<file path="config.mk">
export PLATFORM = sky130hd
export DESIGN_NAME = tx_descriptor_ring_manager
export DESIGN_NICKNAME = d
export VERILOG_FILES = /design/src/hw/rtl/trdm_pkg.sv /design/src/hw/rtl/trdm_front.sv /design/src/hw/rtl/trdm_back.sv /design/src/hw/rtl/tx_descriptor_ring_manager.sv
export SDC_FILE = /design/constraint.sdc
export NUM_CORES = 1
export LEC_CHECK = 0
export BUFFER_PORTS_ARGS = -buffer_cell sky130_fd_sc_hd__buf_2
export CORE_UTILIZATION = 40
export CTS_CLUSTER_DIAMETER = 150
export DETAILED_ROUTE_END_ITERATION = 10
export HOLD_SLACK_MARGIN = 0.02
export PLACE_DENSITY = 0.64
export SLEW_MARGIN = 20
export SYNTH_ARGS = -nofsm -noshare
export SYNTH_HDL_FRONTEND = slang
export SYNTH_SLANG_ARGS = --single-unit
</file>
<file path="constraint.sdc">
create_clock -name clk -period 7.5 [get_ports clk]
set_input_delay 1.5 -clock clk [delete_from_list [all_inputs] [get_ports clk]]
set_output_delay 1.5 -clock clk [all_outputs]
set_load 0.02 [all_outputs]
</file>
<file path="src/hw/rtl/trdm_pkg.sv">
// Shared types and constants of the transmit descriptor ring manager.
`timescale 1ns / 1ps
package trdm_pkg;

    localparam int RING_DEPTH = 64;
    localparam int IDX_W      = $clog2(RING_DEPTH);
    localparam int LEN_W      = 16;
    localparam int CNT_W      = 7;
    localparam int OCC_W      = IDX_W + 2;
    localparam int TOT_W      = 32;
    localparam int REC_W      = 6;

    localparam logic [31:0] CMD_FCS        = 32'h0002_0000;
    localparam logic [31:0] CMD_FS         = 32'h2000_0000;
    localparam logic [31:0] CMD_LS         = 32'h1000_0000;
    localparam logic [31:0] CMD_IOC        = 32'h0400_0000;
    localparam logic [31:0] CMD_DTYPE_DATA = 32'h0000_0000;

    localparam logic MODE_FRAG  = 1'b0;
    localparam logic MODE_COMPL = 1'b1;

    typedef enum logic [1:0] {
        ST_WRITTEN = 2'd0,
        ST_DROPPED = 2'd1,
        ST_COMPL   = 2'd2
    } status_t;

    typedef enum logic {
        BK_IDLE,
        BK_WALK
    } back_state_t;

    // One decoded request as it sits in the queue between front and back.
    typedef struct packed {
        logic               is_compl;
        logic [LEN_W-1:0]   length;
        logic               sop;
        logic               eop;
        logic               start;
        logic [CNT_W-1:0]   count;
        logic [IDX_W-1:0]   head;
    } desc_cmd_t;

endpackage

</file>
<file path="src/hw/rtl/trdm_front.sv">
// Front part: accepts requests, decodes them and buffers them in a two-entry queue.
`timescale 1ns / 1ps
module trdm_front
(
    input  logic                     clk,
    input  logic                     rst_n,
    input  logic                     in_valid,
    output logic                     in_stall,
    input  logic                     mode,
    input  logic [15:0]              frag_length,
    input  logic                     sop_flag,
    input  logic                     eop_flag,
    input  logic                     send_start,
    input  logic [6:0]               send_fragments,
    input  logic [5:0]               head_index,
    output logic                     q_valid,
    input  logic                     q_pop,
    output trdm_pkg::desc_cmd_t      q_item
);
    import trdm_pkg::*;

    desc_cmd_t  entry_reg [2];
    logic       wr_ptr_reg;
    logic       wr_ptr_next;
    logic       rd_ptr_reg;
    logic       rd_ptr_next;
    logic [1:0] count_reg;
    logic [1:0] count_next;
    logic       push;
    logic       pop;
    desc_cmd_t  decoded;

    assign in_stall = (count_reg == 2'd2);
    assign push     = in_valid && !in_stall;
    assign pop      = q_pop && q_valid;
    assign q_valid  = (count_reg != 2'd0);
    assign q_item   = entry_reg[rd_ptr_reg];

    // A fragment count is only meaningful with a send start; zero counts as one.
    always_comb
    begin
        decoded          = '0;
        decoded.is_compl = (mode == MODE_COMPL);
        decoded.length   = frag_length;
        decoded.sop      = sop_flag;
        decoded.eop      = eop_flag;
        decoded.start    = send_start;
        decoded.count    = (send_start && (send_fragments != '0)) ?
                           send_fragments : CNT_W'(1);
        decoded.head     = head_index[IDX_W-1:0];
    end

    always_comb
    begin
        wr_ptr_next = push ? ~wr_ptr_reg : wr_ptr_reg;
        rd_ptr_next = pop  ? ~rd_ptr_reg : rd_ptr_reg;
        count_next  = count_reg;
        if (push && !pop)
        begin
            count_next = count_reg + 2'd1;
        end
        else if (pop && !push)
        begin
            count_next = count_reg - 2'd1;
        end
    end

    always_ff @(posedge clk or negedge rst_n)
    begin
        if (!rst_n)
        begin
            wr_ptr_reg <= 1'b0;
            rd_ptr_reg <= 1'b0;
            count_reg  <= 2'd0;
        end
        else
        begin
            wr_ptr_reg <= wr_ptr_next;
            rd_ptr_reg <= rd_ptr_next;
            count_reg  <= count_next;
        end
    end

    always_ff @(posedge clk)
    begin
        if (push)
        begin
            entry_reg[wr_ptr_reg] <= decoded;
        end
    end

endmodule

</file>
<file path="src/hw/rtl/trdm_back.sv">
// Back part: ring state, slot length memory, completion walk and result register.
`timescale 1ns / 1ps
module trdm_back
(
    input  logic                     clk,
    input  logic                     rst_n,
    input  logic                     q_valid,
    output logic                     q_pop,
    input  trdm_pkg::desc_cmd_t      q_item,
    output logic                     out_valid,
    input  logic                     out_stall,
    output logic [1:0]               status,
    output logic [5:0]               desc_index,
    output logic [31:0]              cmd_word,
    output logic [31:0]              length_word,
    output logic                     tail_update,
    output logic [5:0]               tail_index,
    output logic [5:0]               reclaimed,
    output logic [31:0]              byte_total,
    output logic [31:0]              desc_total,
    output logic [31:0]              drop_total
);
    import trdm_pkg::*;

    back_state_t        state_reg;
    back_state_t        state_next;

    logic [IDX_W-1:0]   write_index_reg;
    logic [IDX_W-1:0]   write_index_next;
    logic [IDX_W-1:0]   read_index_reg;
    logic [IDX_W-1:0]   read_index_next;
    logic [IDX_W-1:0]   target_reg;
    logic [IDX_W-1:0]   target_next;
    logic [REC_W-1:0]   rec_cnt_reg;
    logic [REC_W-1:0]   rec_cnt_next;
    logic [TOT_W-1:0]   bytes_sent_reg;
    logic [TOT_W-1:0]   bytes_sent_next;
    logic [TOT_W-1:0]   descs_done_reg;
    logic [TOT_W-1:0]   descs_done_next;
    logic [TOT_W-1:0]   sends_dropped_reg;
    logic [TOT_W-1:0]   sends_dropped_next;
    logic [CNT_W-1:0]   frags_left_reg;
    logic [CNT_W-1:0]   frags_left_next;
    logic               dropping_reg;
    logic               dropping_next;
    logic               out_valid_reg;
    logic               out_valid_next;

    status_t            status_reg;
    logic [IDX_W-1:0]   desc_index_reg;
    logic [31:0]        cmd_word_reg;
    logic [31:0]        length_word_reg;
    logic               tail_update_reg;
    logic [IDX_W-1:0]   tail_index_reg;
    logic [REC_W-1:0]   reclaimed_reg;
    logic [TOT_W-1:0]   byte_total_reg;
    logic [TOT_W-1:0]   desc_total_reg;
    logic [TOT_W-1:0]   drop_total_reg;

    logic [LEN_W-1:0]   slot_len_mem [RING_DEPTH];
    logic [LEN_W-1:0]   slot_rd_reg;

    logic               out_free;
    logic               frag_do;
    logic               walk_start;
    logic               walk_step;
    logic               walk_done;
    logic               new_send;
    logic [IDX_W-1:0]   occupancy;
    logic               drop_new;
    logic               drop_eff;
    logic [CNT_W-1:0]   frags_base;
    logic [CNT_W-1:0]   frags_after;
    logic [IDX_W-1:0]   write_index_inc;
    logic               mem_we;
    logic [31:0]        cmd_calc;

    assign out_free = !out_valid_reg || !out_stall;

    // Next state.
    always_comb
    begin
        state_next = state_reg;
        case (state_reg)
            BK_IDLE:
            begin
                if (q_valid && q_item.is_compl)
                begin
                    state_next = BK_WALK;
                end
            end
            BK_WALK:
            begin
                if ((read_index_reg == target_reg) && out_free)
                begin
                    state_next = BK_IDLE;
                end
            end
            default:
            begin
                state_next = BK_IDLE;
            end
        endcase
    end

    // State outputs.
    always_comb
    begin
        q_pop      = 1'b0;
        frag_do    = 1'b0;
        walk_start = 1'b0;
        walk_step  = 1'b0;
        walk_done  = 1'b0;
        case (state_reg)
            BK_IDLE:
            begin
                walk_start = q_valid && q_item.is_compl;
                frag_do    = q_valid && !q_item.is_compl && out_free;
                q_pop      = walk_start || frag_do;
            end
            BK_WALK:
            begin
                walk_step = (read_index_reg != target_reg);
                walk_done = (read_index_reg == target_reg) && out_free;
            end
            default:
            begin
                q_pop = 1'b0;
            end
        endcase
    end

    // Fragment classification against the current ring occupancy.
    always_comb
    begin
        new_send        = q_item.start || (frags_left_reg == '0);
        occupancy       = write_index_reg - read_index_reg;
        drop_new        = ({2'b00, occupancy} + {1'b0, q_item.count}) >= OCC_W'(RING_DEPTH);
        drop_eff        = new_send ? drop_new : dropping_reg;
        frags_base      = new_send ? q_item.count : frags_left_reg;
        frags_after     = frags_base - CNT_W'(1);
        write_index_inc = write_index_reg + IDX_W'(1);
        mem_we          = frag_do && !drop_eff;
        cmd_calc        = {16'h0000, q_item.length} | CMD_DTYPE_DATA | CMD_FCS;
        if (q_item.sop)
        begin
            cmd_calc = cmd_calc | CMD_FS;
        end
        if (q_item.eop)
        begin
            cmd_calc = cmd_calc | CMD_IOC | CMD_LS;
        end
    end

    always_comb
    begin
        write_index_next   = write_index_reg;
        read_index_next    = read_index_reg;
        target_next        = target_reg;
        rec_cnt_next       = rec_cnt_reg;
        bytes_sent_next    = bytes_sent_reg;
        descs_done_next    = descs_done_reg;
        sends_dropped_next = sends_dropped_reg;
        frags_left_next    = frags_left_reg;
        dropping_next      = dropping_reg;
        out_valid_next     = out_valid_reg && out_stall;

        if (frag_do)
        begin
            frags_left_next = frags_after;
            dropping_next   = drop_eff;
            if (new_send && drop_new)
            begin
                sends_dropped_next = sends_dropped_reg + TOT_W'(1);
            end
            if (!drop_eff)
            begin
                write_index_next = write_index_inc;
            end
            out_valid_next = 1'b1;
        end

        if (walk_start)
        begin
            target_next  = q_item.head;
            rec_cnt_next = '0;
        end

        if (walk_step)
        begin
            bytes_sent_next = bytes_sent_reg + {{(TOT_W-LEN_W){1'b0}}, slot_rd_reg};
            descs_done_next = descs_done_reg + TOT_W'(1);
            read_index_next = read_index_reg + IDX_W'(1);
            rec_cnt_next    = (rec_cnt_reg == '1) ? rec_cnt_reg : rec_cnt_reg + REC_W'(1);
        end

        if (walk_done)
        begin
            out_valid_next = 1'b1;
        end
    end

    always_ff @(posedge clk or negedge rst_n)
    begin
        if (!rst_n)
        begin
            state_reg         <= BK_IDLE;
            write_index_reg   <= '0;
            read_index_reg    <= '0;
            target_reg        <= '0;
            rec_cnt_reg       <= '0;
            bytes_sent_reg    <= '0;
            descs_done_reg    <= '0;
            sends_dropped_reg <= '0;
            frags_left_reg    <= '0;
            dropping_reg      <= 1'b0;
            out_valid_reg     <= 1'b0;
        end
        else
        begin
            state_reg         <= state_next;
            write_index_reg   <= write_index_next;
            read_index_reg    <= read_index_next;
            target_reg        <= target_next;
            rec_cnt_reg       <= rec_cnt_next;
            bytes_sent_reg    <= bytes_sent_next;
            descs_done_reg    <= descs_done_next;
            sends_dropped_reg <= sends_dropped_next;
            frags_left_reg    <= frags_left_next;
            dropping_reg      <= dropping_next;
            out_valid_reg     <= out_valid_next;
        end
    end

    // Result register payload.
    always_ff @(posedge clk)
    begin
        if (frag_do)
        begin
            status_reg      <= drop_eff ? ST_DROPPED : ST_WRITTEN;
            desc_index_reg  <= drop_eff ? '0 : write_index_reg;
            cmd_word_reg    <= drop_eff ? '0 : cmd_calc;
            length_word_reg <= drop_eff ? '0 : {q_item.length, 16'h0000};
            tail_update_reg <= !drop_eff && (frags_after == '0);
            tail_index_reg  <= (!drop_eff && (frags_after == '0)) ? write_index_inc : '0;
            reclaimed_reg   <= '0;
            byte_total_reg  <= bytes_sent_reg;
            desc_total_reg  <= descs_done_reg;
            drop_total_reg  <= sends_dropped_next;
        end
        else if (walk_done)
        begin
            status_reg      <= ST_COMPL;
            desc_index_reg  <= '0;
            cmd_word_reg    <= '0;
            length_word_reg <= '0;
            tail_update_reg <= 1'b0;
            tail_index_reg  <= '0;
            reclaimed_reg   <= rec_cnt_reg;
            byte_total_reg  <= bytes_sent_reg;
            desc_total_reg  <= descs_done_reg;
            drop_total_reg  <= sends_dropped_reg;
        end
    end

    // Slot lengths. The read port follows the next read index so the length of the
    // slot at the current read index is always on hand; a write to that same slot
    // is forwarded.
    always_ff @(posedge clk)
    begin
        if (mem_we)
        begin
            slot_len_mem[write_index_reg] <= q_item.length;
        end
        if (mem_we && (write_index_reg == read_index_next))
        begin
            slot_rd_reg <= q_item.length;
        end
        else
        begin
            slot_rd_reg <= slot_len_mem[read_index_next];
        end
    end

    assign out_valid   = out_valid_reg;
    assign status      = status_reg;
    assign desc_index  = desc_index_reg;
    assign cmd_word    = cmd_word_reg;
    assign length_word = length_word_reg;
    assign tail_update = tail_update_reg;
    assign tail_index  = tail_index_reg;
    assign reclaimed   = reclaimed_reg;
    assign byte_total  = byte_total_reg;
    assign desc_total  = desc_total_reg;
    assign drop_total  = drop_total_reg;

    a_pop_only_idle: assert property (@(posedge clk) disable iff (!rst_n)
        q_pop |-> (state_reg == BK_IDLE) && q_valid)
        else $error("queue popped outside idle state");

    a_walk_advance: assert property (@(posedge clk) disable iff (!rst_n)
        walk_step |=> (read_index_reg == $past(read_index_reg) + IDX_W'(1))
                      && (descs_done_reg == $past(descs_done_reg) + TOT_W'(1)))
        else $error("completion walk did not advance by one slot");

    a_drop_no_write: assert property (@(posedge clk) disable iff (!rst_n)
        (frag_do && drop_eff) |=> $stable(write_index_reg))
        else $error("dropped fragment moved the write index");

    a_walk_no_frag: assert property (@(posedge clk) disable iff (!rst_n)
        (state_reg == BK_WALK) |-> !frag_do && !mem_we)
        else $error("fragment handled during a completion walk");

    a_result_load: assert property (@(posedge clk) disable iff (!rst_n)
        (frag_do || walk_done) |-> out_free)
        else $error("result loaded over an untaken result");

endmodule

</file>
<file path="src/hw/rtl/tx_descriptor_ring_manager.sv">
// Top level of the transmit descriptor ring manager.
`timescale 1ns / 1ps
// With the queue empty and the back part idle, a fragment's transfer is written into the front
// queue and from there into the result register, unless a stalled result holds it.
// The back part takes one fragment per cycle while no completion walk runs and the result side
// does not stall; the walk reads one slot length per cycle over the N descriptors reclaimed.
// Reset is asynchronous and active low: indices, counters, send tracking, queue and
// result valid clear at once; the slot length memory is not cleared.
module tx_descriptor_ring_manager
(
    input  logic        clk,
    input  logic        rst_n,
    input  logic        in_valid,
    output logic        in_stall,
    input  logic        mode,
    input  logic [15:0] frag_length,
    input  logic        sop_flag,
    input  logic        eop_flag,
    input  logic        send_start,
    input  logic [6:0]  send_fragments,
    input  logic [5:0]  head_index,
    output logic        out_valid,
    input  logic        out_stall,
    output logic [1:0]  status,
    output logic [5:0]  desc_index,
    output logic [31:0] cmd_word,
    output logic [31:0] length_word,
    output logic        tail_update,
    output logic [5:0]  tail_index,
    output logic [5:0]  reclaimed,
    output logic [31:0] byte_total,
    output logic [31:0] desc_total,
    output logic [31:0] drop_total
);
    import trdm_pkg::*;

    // The front part takes each transfer, decodes it into a fragment or completion
    // request and holds it in a two-entry queue, so up to two input transfers are taken
    // while the back part is busy walking the ring or waiting on a stalled result.
    desc_cmd_t q_item;
    logic      q_valid;
    logic      q_pop;

    trdm_front u_front
    (
        .clk            (clk),
        .rst_n          (rst_n),
        .in_valid       (in_valid),
        .in_stall       (in_stall),
        .mode           (mode),
        .frag_length    (frag_length),
        .sop_flag       (sop_flag),
        .eop_flag       (eop_flag),
        .send_start     (send_start),
        .send_fragments (send_fragments),
        .head_index     (head_index),
        .q_valid        (q_valid),
        .q_pop          (q_pop),
        .q_item         (q_item)
    );

    // The back part owns the ring indices, the per-slot lengths and the counters.
    // A fragment is classified against the current occupancy (a whole send is
    // dropped when it would fill the ring), written and reported in the same cycle.
    // A completion walks the read index to the head, one slot per cycle, and then
    // reports the number reclaimed. Results sit in an output register that the
    // consumer drains through out_valid and out_stall.
    trdm_back u_back
    (
        .clk         (clk),
        .rst_n       (rst_n),
        .q_valid     (q_valid),
        .q_pop       (q_pop),
        .q_item      (q_item),
        .out_valid   (out_valid),
        .out_stall   (out_stall),
        .status      (status),
        .desc_index  (desc_index),
        .cmd_word    (cmd_word),
        .length_word (length_word),
        .tail_update (tail_update),
        .tail_index  (tail_index),
        .reclaimed   (reclaimed),
        .byte_total  (byte_total),
        .desc_total  (desc_total),
        .drop_total  (drop_total)
    );

endmodule

</file>
# After elaboration in Yosys (flattened, before gate mapping)
# Memory sizes are Yosys's and may differ from the RTL's. A register that Yosys moved wholly into a read port is not among the register bits.
# Index checks and enable logic that the tools add are counted.
# classes
addsub	11
n_mul	0
div_mod_pow	0
magnitude_cmp	1
n_eq_ne	5
n_shift	0
n_mux	48
n_bitwise	4
reduce_logical	32
# op_table
cell	count
two-way mux 32 bit	12
adder 32 x 1 -> 32 bit, second input constant	2
two-way mux 30 bit	2
two-way mux 6 bit	9
adder 32 x 16 -> 32 bit	1
two-way mux 29 bit	1
adder 6 x 1 -> 6 bit, second input constant	3
two-way mux 1 bit	17
zero test 7 bit	2
two-way mux 7 bit	2
logical AND 1 bit	13
adder 6 x 7 -> 8 bit	1
>= comparator 8 x 7 -> 1 bit, second input constant	1
two-way mux 2 bit	4
nonzero test 2 bit	4
zero test 1 bit	7
nonzero test 7 bit	1
subtractor 7 x 1 -> 7 bit, second input constant	1
== test 6 bit	1
== test 6 bit, second input constant	1
!= test 6 bit	1
subtractor 6 bit	1
inverter 1 bit	4
AND reduction 2 bit	2
6 further kinds	8
# totals
reg_bits	315
latch_bits	0
mem_bits_rw	1090
mem_bits_ro	0
in_bits	37
out_inout_bits	183
elab_cells	127
memories	2
# mem_list
name	depth	width	rd	rd_ports_with_merged_regs	write_ports	line_no	source
u_back.slot_len_mem	64	16	1	1	1	trdm_back.sv:60	logic [LEN_W-1:0] slot_len_mem [RING_DEPTH];
u_front.entry_reg	2	33	1	0	1	trdm_front.sv:22	desc_cmd_t entry_reg [2];

# Logic depth before layout (Yosys ltp)
# Gate-level depths: netlist of run 1.
# An unclocked memory read counts as a cell.
# logic_depth
depth_word	10
mapped_depth	18

# Cells and area by module
# A second synthesis of run 1 with hierarchy kept.
# unflattened
cells_unflattened	2576
area_unflattened_um2	53288.6
# by_module_without_submodules
mod	n_inst	cells_each	area_per_inst_um2
trdm_back	1	2445	50647.3
trdm_front	1	131	2641.3

# Least setup slack after synthesis of run 1
# Ideal clock, no wire load.
# synth_path
kind	input to register
start	in out_stall
end	reg u_back.byte_total_reg[0] (netlist: u_back.byte_total[0]) (enable)
setup_ns	1.122
arrival_ns	4.277
required_time_ns	6.378
path_slack_ns	2.102
path_stages	5
n_path_buf	1
cell_sequence	nand2_1 -> o2111a_1 -> inv_1 -> clkbuf_1 -> nand2_1
# synth_via
elab_chain_cells	5
# synth_rtl
item	line_no	source
start: declaration	tx_descriptor_ring_manager.sv:23	input logic out_stall,
zero test 1 bit (*)	trdm_back.sv:78	assign out_free = !out_valid_reg || !out_stall;
logical OR 1 bit (*)	trdm_back.sv:78	
logical AND 1 bit (on tied branches)	trdm_back.sv:124, trdm_back.sv:118	
two-way mux 1 bit	trdm_back.sv:114	case (state_reg)
nonzero test 2 bit (no line) (*)	--	
end signal: assignment	trdm_back.sv:247	byte_total_reg <= bytes_sent_reg;
end signal: assignment	trdm_back.sv:260	byte_total_reg <= bytes_sent_reg;
end: declaration	trdm_back.sv:56	logic [TOT_W-1:0] byte_total_reg;
# Every way passes the cells marked *; elsewhere a longest branch is shown, timed or not.
# A chain may end at the register's enable or synchronous reset.

# Worst setup path in the final report of run 1
# layout_path
start	reg u_back.write_index_reg[0]
end	mem u_back.slot_len_mem[3][14] (enable)
# layout_via
elab_chain_cells	8
# layout_rtl
item	line_no	source
start: declaration	trdm_back.sv:28	logic [IDX_W-1:0] write_index_reg;
start signal: assignment	trdm_back.sv:222	write_index_reg <= write_index_next;
subtractor 6 bit	trdm_back.sv:137	occupancy = write_index_reg - read_index_reg;
adder 6 x 7 -> 8 bit	trdm_back.sv:138	drop_new = ({2'b00, occupancy} + {1'b0, q_item.count}) >= OCC_W'(RING_DEPTH);
>= comparator 8 x 7 -> 1 bit	trdm_back.sv:138	
two-way mux 1 bit	trdm_back.sv:139	drop_eff = new_send ? drop_new : dropping_reg;
zero test 1 bit	trdm_back.sv:143	mem_we = frag_do && !drop_eff;
logical AND 1 bit	trdm_back.sv:143	
two-way mux 1 bit	trdm_back.sv:271	if (mem_we)
two-way mux 1 bit (implied by the code)	trdm_back.sv:273	slot_len_mem[write_index_reg] <= q_item.length;
end: declaration	trdm_back.sv:60	
# Several ways; a longest one is shown, not always the timed one.

==> results_dict.tcl, run 1 <==
set metrics [dict create \
    status "completed" \
    synth_edf_count 1220 \
    grt_pass1_vias 26200 \
    synthArstFlopShare 0.0981 \
    die-area_um2 136000 \
    relSlewSlack 0.258 \
    cp-start-kind "flip-flop" \
    layout_setup_ws_ns 1.88 \
    endpoint "u_back.slot_len_mem[3][14]" \
    hold_path.class "flip-flop to flip-flop" \
    p_leak_nw 20.8 \
    num_rows 134 \
    setup_viol 0 \
    yosysSeqAreaShare 0.750 \
    slew_violations 0 \
    core_um2 133000 \
    num_io_pins 220 \
    post_cts_buffers 0 \
    final_common_cell "edfxtp_1" \
    grt.total_usage 0.178 \
    hold_viol_final 0 \
    grt_max_degree 78 \
    drcViolationCount 0 \
    cp_data_arrival_time_ns 6.06 \
    grt_pass1_wl_um 178000 \
    postSynthCellCount 2672 \
    gr-total-overflow 0 \
    place_ws_ns 1.85 \
    crit_required_ns 7.93 \
    antenna_cells 0 \
    antenna_found_initial 2 \
    cts.sinks 1366 \
    cts.path.max_buffers 3 \
    period_share 0.750 \
    yosysWarnings 0 \
    ys.flop_type "edfxtp_1" \
    mostFrequentLayoutCells "1,220 x edfxtp_1, 320 x mux4_2, 190 x buf_2, 149 x clkbuf_16, 133 x dfrtp_1" \
    drive_gt1_frac 0.282 \
    hpwl_um 73400 \
    cp-startpoint "u_back.write_index_reg[0]" \
    maxCapViolations 0 \
    cts_root_buf "clkbuf_16" \
    post_cts_resized 0 \
    start_util 0.403 \
    insertion_delay_ns 0.75 \
    port_buffers 191 \
    cts_tree "done" \
    r2r-start "u_back.write_index_reg[0]" \
    ir_drop_v 0.000252 \
    cpMaxStageDelayCell "or4_1" \
    firstDrtPassIters 5 \
    numCtsBuffers 141 \
    drtIter0Drc 2579 \
    largest_reg_flops 1024 \
    skew_ns 0.0287 \
    fmax_mhz 178 \
    crit_type "flip-flop to flip-flop" \
    ant_nets 0 \
    avgRoutedWirePerCell_um 24.8 \
    rsz0062_at_grt "no" \
    cp_max_fo 11 \
    synth-seq-cells 1366 \
    r2r-end "u_back.slot_len_mem[3][14]" \
    fin_tns_setup_ns 0 \
    synth_cell_types 70 \
    htree_levels 4 \
    avgSynthCellArea_um2 20.1 \
    n_fill_cell 11100 \
    via_count 26500 \
    reg2reg_slack_ns 1.88 \
    drt_wl_total_um 121000 \
    min-delay-start "u_back.sends_dropped_reg[31]" \
    max_stage_delay_ns 0.82 \
    worst_setup_path_end_kind "flip-flop" \
    min_period_ns 5.62 \
    synth.cell_area_um2 53700 \
    clk_pin_slew_ns 0.06 \
    fin_nets 3062 \
    syn2layout_area_growth_pct 14.8 \
    worstMarginPinSlew_ns 1.10 \
    p_per_area_nw_per_um2 405 \
    vias_per_cell 5.46 \
    routabilityCongestion 0.814 \
    hold_buffers 0 \
    die_w_um 368 \
    utilization 0.462 \
    die_y_um 368 \
    rr_worst_depth 15 \
    crit_chain "inv_2, ha_1, fa_1, inv_1, a21o_1, a21oi_1, xnor2_1, ha_1, or4_1, nor4_2, o2bb2ai_2, o21ai_1, or4_1, nor2_1, buf_4" \
]
## layer usage
| metal | GRT usage | vias up | routed length (um) |
|---|---|---|---|
| li1 | - | 11400 | - |
| met1 | 0.257 | 14000 | 52400 |
| met2 | 0.278 | 1010 | 57000 |
| met3 | 0.0299 | 164 | 8320 |
| met4 | 0.0551 | 2 | 2820 |
| met5 | 0 | - | 13 |
## power breakdown
group	internal [mW]	switching, mW	total [mW]
Clock	4.03	2.81	6.84
Sequential	9.62	0.607	10.2
Combinational	3.19	4.73	7.91
## how the worst min path moves through the flow
stage,end,cells after the start
finish,u_back.sends_dropped_reg[31],1
global route,u_back.desc_total[31],0
CTS,u_back.sends_dropped_reg[31],1
detailed placement,u_back.sends_dropped_reg[31],1
global placement,u_back.sends_dropped_reg[31],1
floorplan,u_back.sends_dropped_reg[31],1
## cell type report
cell class,count,area (um2),share of cell area
clock buffer,197,3930,0.0638
clock inverter,54,571,0.00926
inverter,31,116,0.00189
multi-input combinational,1141,12600,0.205
sequential,1366,40200,0.653
tap,1768,2210,0.0359
timing repair buffer,306,1930,0.0313
## metrics by stage
step / instance area (um2) / cells / hold WS [ns] / power, mW
2_1_floorplan: 53800 / 2699 / 0.432 / 15.6
4_1_cts: 61600 / 4862 / 0.464 / 25.2
6_report: 61600 / 4863 / 0.460 / 25.0
3_3_place_gp: 57100 / 4611 / 0.451 / 18.3
5_1_grt: 61600 / 4863 / 0.489 / 26.1
3_5_place_dp: 57100 / 4611 / 0.452 / 18.4
## logic make-up (layout without fill, tap and decap cells)
group | Yosys count | in the layout | share of synthesized area
buffers and inverters | 192 | 588 | 0.0175
AOI/OAI and AO/OA | 168 | 168 | 0.0205
xor gates and xnor gates | 121 | 121 | 0.0198
muxes | 365 | 365 | 0.143
DFF | 1366 | 1366 | 0.750
other | 1 | 28 | 0.0000699
and+or+nand+nor | 421 | 421 | 0.0398
adders and majority gates | 38 | 38 | 0.00928
## worst max-delay path, delay by kind of cell (launching register included)
family / cells / cell delay (ns)
buf+inv: 3 / 0.55
flops: 1 / 0.48
fa+ha+maj: 3 / 0.91
simple gates: 4 / 2.40
compound gates: 4 / 0.81
xor+xnor: 1 / 0.14
## cells in the mapped netlist, drive strengths merged (6+ instances only)
cell type  count  area share
edfxtp      1220        0.68
mux4         320        0.13
dfrtp        134       0.063
nor2         111      0.0078
nand2        104      0.0073
buf           96       0.011
xnor2         84       0.014
clkbuf        65      0.0045
a21oi         49      0.0046
nand3         38      0.0035
o21ai         37      0.0037
xor2          37      0.0060
and2          35      0.0041
ha            35      0.0082
nand4         35      0.0044
inv           31      0.0022
a22oi         30      0.0042
mux2i         26      0.0049
mux2          19      0.0040
nor3          18      0.0019
and3          16      0.0019
dfxtp         12      0.0045
a21o          11      0.0015
and4          10      0.0016
or4           10      0.0015
nand2b         9      0.0010
nor4           8      0.0012
o211ai         8      0.0011
or3            6     0.00070
No activity file was read; power rests on OpenSTA's default activity.
==> run 2, diff against run 1 <==
clock period = 5.4 ns   (was 7.5 ns; I/O delays follow)
==> run 2 against run 1 <==
  * Design area increased by 0.46%
  * Via count increased by 0.76%
  * Setup slack lost 1.4 ns
  * Critical path type unchanged
  * Sequential power increased by 37%
==> results_dict.tcl, run 2 (synthesized netlist as in run 1, its figures left out) <==
set metrics [dict create \
    grt.total_usage 0.186 \
    hpwl_um 78200 \
    routabilityCongestion 0.828 \
    hold_path.class "input port to asynchronous set/reset pin" \
    mostFrequentLayoutCells "1,220 x edfxtp_1, 320 x mux4_2, 190 x buf_2, 143 x clkbuf_16, 133 x dfrtp_1" \
    die_w_um 368 \
    dpl_cell_area_um2 57400 \
    grt_max_degree 97 \
    die-area_um2 136000 \
    multi_input_area_um2 12700 \
    syn2layout_area_growth_pct 15.4 \
    grt_pass1_wl_um 184000 \
    via_count 26700 \
    avgRoutedWirePerCell_um 25.8 \
    setup_viol 0 \
    status "completed" \
    cts_root_buf "clkbuf_16" \
    ant_nets 0 \
    drive_gt1_frac 0.290 \
    cp-start-kind "flip-flop" \
    rr_worst_depth 15 \
    cts.path.max_buffers 3 \
    period_share 0.909 \
    post_cts_buffers 0 \
    worstMarginPinSlew_ns 1.13 \
    design_area_um2 61900 \
    worst_setup_path_end_kind "flip-flop" \
    drtIter0Drc 2826 \
    gr-total-overflow 0 \
    n_fill_cell 11100 \
    skew_ns 0.0321 \
    maxCapViolations 0 \
    hold_viol_final 0 \
    p_per_area_nw_per_um2 570 \
    numCtsBuffers 139 \
    clk_pin_slew_ns 0.06 \
    max_stage_delay_ns 0.82 \
    relSlewSlack 0.241 \
    utilization 0.464 \
    crit_chain "inv_2, ha_1, fa_1, inv_1, a21o_1, a21oi_1, xnor2_1, ha_1, or4_1, nor4_2, o2bb2ai_2, o21ai_1, or4_1, nor2_1, buf_4" \
    die_y_um 368 \
    port_buffers 191 \
    ir_drop_v 0.000409 \
    fmax_mhz 204 \
    p_leak_nw 20.9 \
    firstDrtPassIters 7 \
    insertion_delay_ns 0.76 \
    antenna_found_initial 0 \
    cp_data_arrival_time_ns 5.34 \
    drt_wl_total_um 126000 \
    cpMaxStageDelayCell "or4_1" \
    min_period_ns 4.91 \
    start_util 0.403 \
    fin_nets 3079 \
    htree_levels 4 \
    grt_pass1_vias 26400 \
    vias_per_cell 5.47 \
    num_io_pins 220 \
    largest_reg_flops 1024 \
    crit_required_ns 5.83 \
    fin_tns_setup_ns 0 \
    cp_max_fo 13 \
    core_um2 133000 \
    crit_type "flip-flop to flip-flop" \
    antenna_cells 0 \
    seqCellArea_um2 40200 \
    final_common_cell "edfxtp_1" \
    hold_buffers 0 \
    num_rows 134 \
    cts.sinks 1366 \
    slew_violations 0 \
    rsz0062_at_grt "no" \
    drcViolationCount 0 \
    cts_tree "done" \
    post_cts_resized 0 \
]
## run 2: cell types whose count changed in the layout (fill, tap and decap cells not counted), moves of 7 or more
cell	before	now
clkbuf_8	2	9
buf_12	8	16
clkbuf_1	46	31
mux2_2	19	3
buf_4	107	118
mux2_4	0	16
## run 2: metrics by stage
stage	hold slack [ns]	setup slack [ns]	std cells	power, mW
2_1_floorplan	0.432	0.422	2699	21.7
5_1_grt	0.480	0.280	4885	36.7
3_5_place_dp	0.464	0.529	4631	26.2
3_3_place_gp	0.450	0.618	4631	26.0
6_report	0.455	0.490	4885	35.3
4_1_cts	0.445	0.503	4885	35.6
## run 2: path summary, 6_finish.rpt
| check | end | start | slack (ns) |
|---|---|---|---|
| min | u_back.sends_dropped_reg[23] | rst_n | 0.45 |
| min reg2reg | u_back.bytes_sent_reg[31] | u_back.bytes_sent_reg[31] | 0.47 |
| min in group clk | u_back.bytes_sent_reg[31] | u_back.bytes_sent_reg[31] | 0.47 |
| max | u_back.slot_len_mem[42][9] | u_back.write_index_reg[0] | 0.49 |
| max reg2reg | u_back.slot_len_mem[42][9] | u_back.write_index_reg[0] | 0.49 |
| max in group asynchronous | u_back.bytes_sent_reg[25] | rst_n | 3.81 |
## run 2: critical path: cells and delay by family (launching register included)
kind                       cells  cell delay, ns
xor gates and xnor gates       1            0.13
AOI/OAI and AO/OA              4            0.54
buffers and inverters          3            0.51
and+or+nand+nor                4            1.99
DFF                            1            0.51
adders and majority gates      3            0.90
## run 2: cell type report
class | instances | share of cell area
Inverter | 31 | 0.00188
Sequential cell | 1366 | 0.650
Clock inverter | 71 | 0.0108
Clock buffer | 183 | 0.0617
Multi-Input combinational cell | 1141 | 0.205
Tap cell | 1768 | 0.0357
Timing Repair Buffer | 325 | 0.0350
## run 2: power by group
group | internal (mW) | switching [mW] | total, mW
combinational | 4.63 | 7.23 | 11.9
sequential | 13.4 | 0.625 | 14.0
clock | 5.36 | 4.03 | 9.40
## run 2: routing by layer
layer	part of all wire	GRT usage	vias up
li1	-	-	11400
met4	0.024	0.0546	0
met2	0.47	0.291	1083
met5	0	0	-
met3	0.073	0.0344	165
met1	0.43	0.267	14100
==> run 3, diff against run 2 <==
==> constraint.sdc (replaced) <==
create_clock -name clk -period 5.4 [get_ports clk]
set_input_delay 0.81 -clock clk [delete_from_list [all_inputs] [get_ports clk]]
set_output_delay 0.81 -clock clk [all_outputs]
set_load 0.02 [all_outputs]
==> run 3 against run 2 <==
  * Combinational power barely moved
  * Critical endpoint is now u_back.slot_len_mem[28][4]
  * Final cell count fell by 0.12%
  * Maximum frequency fell by 5.9%
  * Highest routed layer is now met5
  * Count of clock-buffer cells in the layout fell by 19
  * Clock skew fell by 0.013 ns
==> results_dict.tcl, run 3 (synthesized netlist as in run 1, its figures left out) <==
set metrics [dict create \
    gr-total-overflow 0 \
    start_util 0.403 \
    numCtsBuffers 138 \
    setup_viol 0 \
    routabilityCongestion 0.830 \
    core_um2 133000 \
    hold_viol_final 0 \
    worstMarginPinSlew_ns 1.10 \
    cp_max_fo 13 \
    ir_drop_v 0.000380 \
    dp_cells 4631 \
    post_cts_buffers 0 \
    period_share 0.966 \
    clk_pin_slew_ns 0.06 \
    fin_tns_setup_ns 0 \
    syn2layout_area_growth_pct 15.3 \
    drtIter0Drc 2855 \
    max_stage_delay_ns 0.60 \
    crit_chain "inv_2, ha_1, fa_1, inv_1, a21o_1, a21oi_1, xnor2_1, ha_1, or4_1, nor4_2, o2bb2ai_2, o21ai_1, inv_2, nand4_2, nor2_1, buf_12" \
    grt_pass1_wl_um 185000 \
    antenna_found_initial 2 \
    p_per_area_nw_per_um2 570 \
    firstDrtPassIters 5 \
    crit_required_ns 5.84 \
    cp_num_buf_inv 4 \
    grt.total_usage 0.186 \
    die_y_um 368 \
    drcViolationCount 0 \
    via_count 26700 \
    fin_total_pwr_mw 35.3 \
    grt_max_degree 91 \
    cts.path.max_buffers 3 \
    slew_violations 0 \
    cpMaxStageDelayCell "nor2_1" \
    hold_path.class "input port to asynchronous set/reset pin" \
    ant_nets 0 \
    avgRoutedWirePerCell_um 25.9 \
    cp_top_family "simple AND/OR/NAND/NOR gates" \
    p_leak_nw 20.9 \
    mostFrequentLayoutCells "1,220 x edfxtp_1, 320 x mux4_2, 190 x buf_2, 144 x clkbuf_16, 133 x dfrtp_1" \
    cp-start-kind "flip-flop" \
    maxCapViolations 0 \
    final_common_cell "edfxtp_1" \
    insertion_delay_ns 0.74 \
    utilization 0.464 \
    drive_gt1_frac 0.290 \
    vias_per_cell 5.47 \
    worst_setup_path_end_kind "flip-flop" \
    rsz0062_at_grt "no" \
    cts_root_buf "clkbuf_16" \
    grt_pass1_vias 26600 \
    htree_levels 4 \
    cts.sinks 1366 \
    largest_reg_flops 1024 \
    num_rows 134 \
    drt_wl_total_um 126000 \
    status "completed" \
    cp_data_arrival_time_ns 5.66 \
    fmax_mhz 192 \
    num_io_pins 220 \
    min_period_ns 5.22 \
    die-area_um2 136000 \
    crit_type "flip-flop to flip-flop" \
    port_buffers 191 \
    hpwl_um 78200 \
    fin_nets 3079 \
    cts_tree "done" \
    fin_cells 4879 \
    skew_ns 0.0192 \
    relSlewSlack 0.266 \
    die_w_um 368 \
]
[run 3: what timing repair did]
item	CTS	global route
endpoints found under the setup margin	0	13
gates resized for setup	0	1
hold buffers	0	0
hold endpoints to repair	0	0
[run 3: per-layer routing]
metal	GRT usage	vias up	routed length [um]
met5	0	-	13
met4	0.0476	2	2430
met3	0.0330	153	9090
met2	0.298	1039	61000
met1	0.264	14100	53600
li1	-	11400	-
[run 3: stage by stage]
stage	hold slack [ns]	worst slack, ns	instance area [um2]
finish	0.177	0.182	61900
global route	0.223	0.00926	61800
CTS	0.178	0.274	61800
detailed placement	0.457	0.284	57400
global placement	0.454	0.411	57400
floorplan	0.432	0.458	53800
[run 3: area by class of cell]
cell class / instances / area [um2]
Clock buffer: 164 / 3700
Sequential cell: 1366 / 40200
Fill cell: 11000 / 71400
Inverter: 31 / 116
Timing Repair Buffer: 326 / 2130
Tap cell: 1768 / 2210
Multi-Input combinational cell: 1141 / 12700
Clock inverter: 80 / 773
Antenna cell: 3 / 7.51
[run 3: power breakdown]
part           total (mW)  internal [mW]  switching (mW)
Clock                9.45           5.52            3.94
Combinational        11.8           4.58            7.18
Sequential           14.0           13.4           0.675
[run 3: path summary, 6_finish.rpt]
kind | from | depth (start not counted) | endpoint | slack [ns]
setup / recovery | u_back.write_index_reg[0] | 16 | u_back.slot_len_mem[28][4] | 0.18
hold / removal | rst_n | 1 | u_back.sends_dropped_reg[19] | 0.18
setup reg to reg | u_back.write_index_reg[0] | 16 | u_back.slot_len_mem[28][4] | 0.18
hold reg to reg | u_back.descs_done_reg[31] | 1 | u_back.descs_done_reg[31] | 0.47
max in group asynchronous | rst_n | 2 | u_back.bytes_sent_reg[2] | 4.01
min in group clk | frag_length[0] | 1 | u_front.entry_reg[1][16] | 0.26
[run 3: worst reg2reg max path, cell delays in order, from the launching register on]
cell,delay (ns)
dfrtp_1,0.49
inv_2,0.16
ha_1,0.25
fa_1,0.46
inv_1,0.07
a21o_1,0.11
a21oi_1,0.07
xnor2_1,0.13
ha_1,0.19
or4_1,0.53
nor4_2,0.26
o2bb2ai_2,0.25
o21ai_1,0.33
inv_2,0.20
nand4_2,0.57
nor2_1,0.62
buf_12,0.21
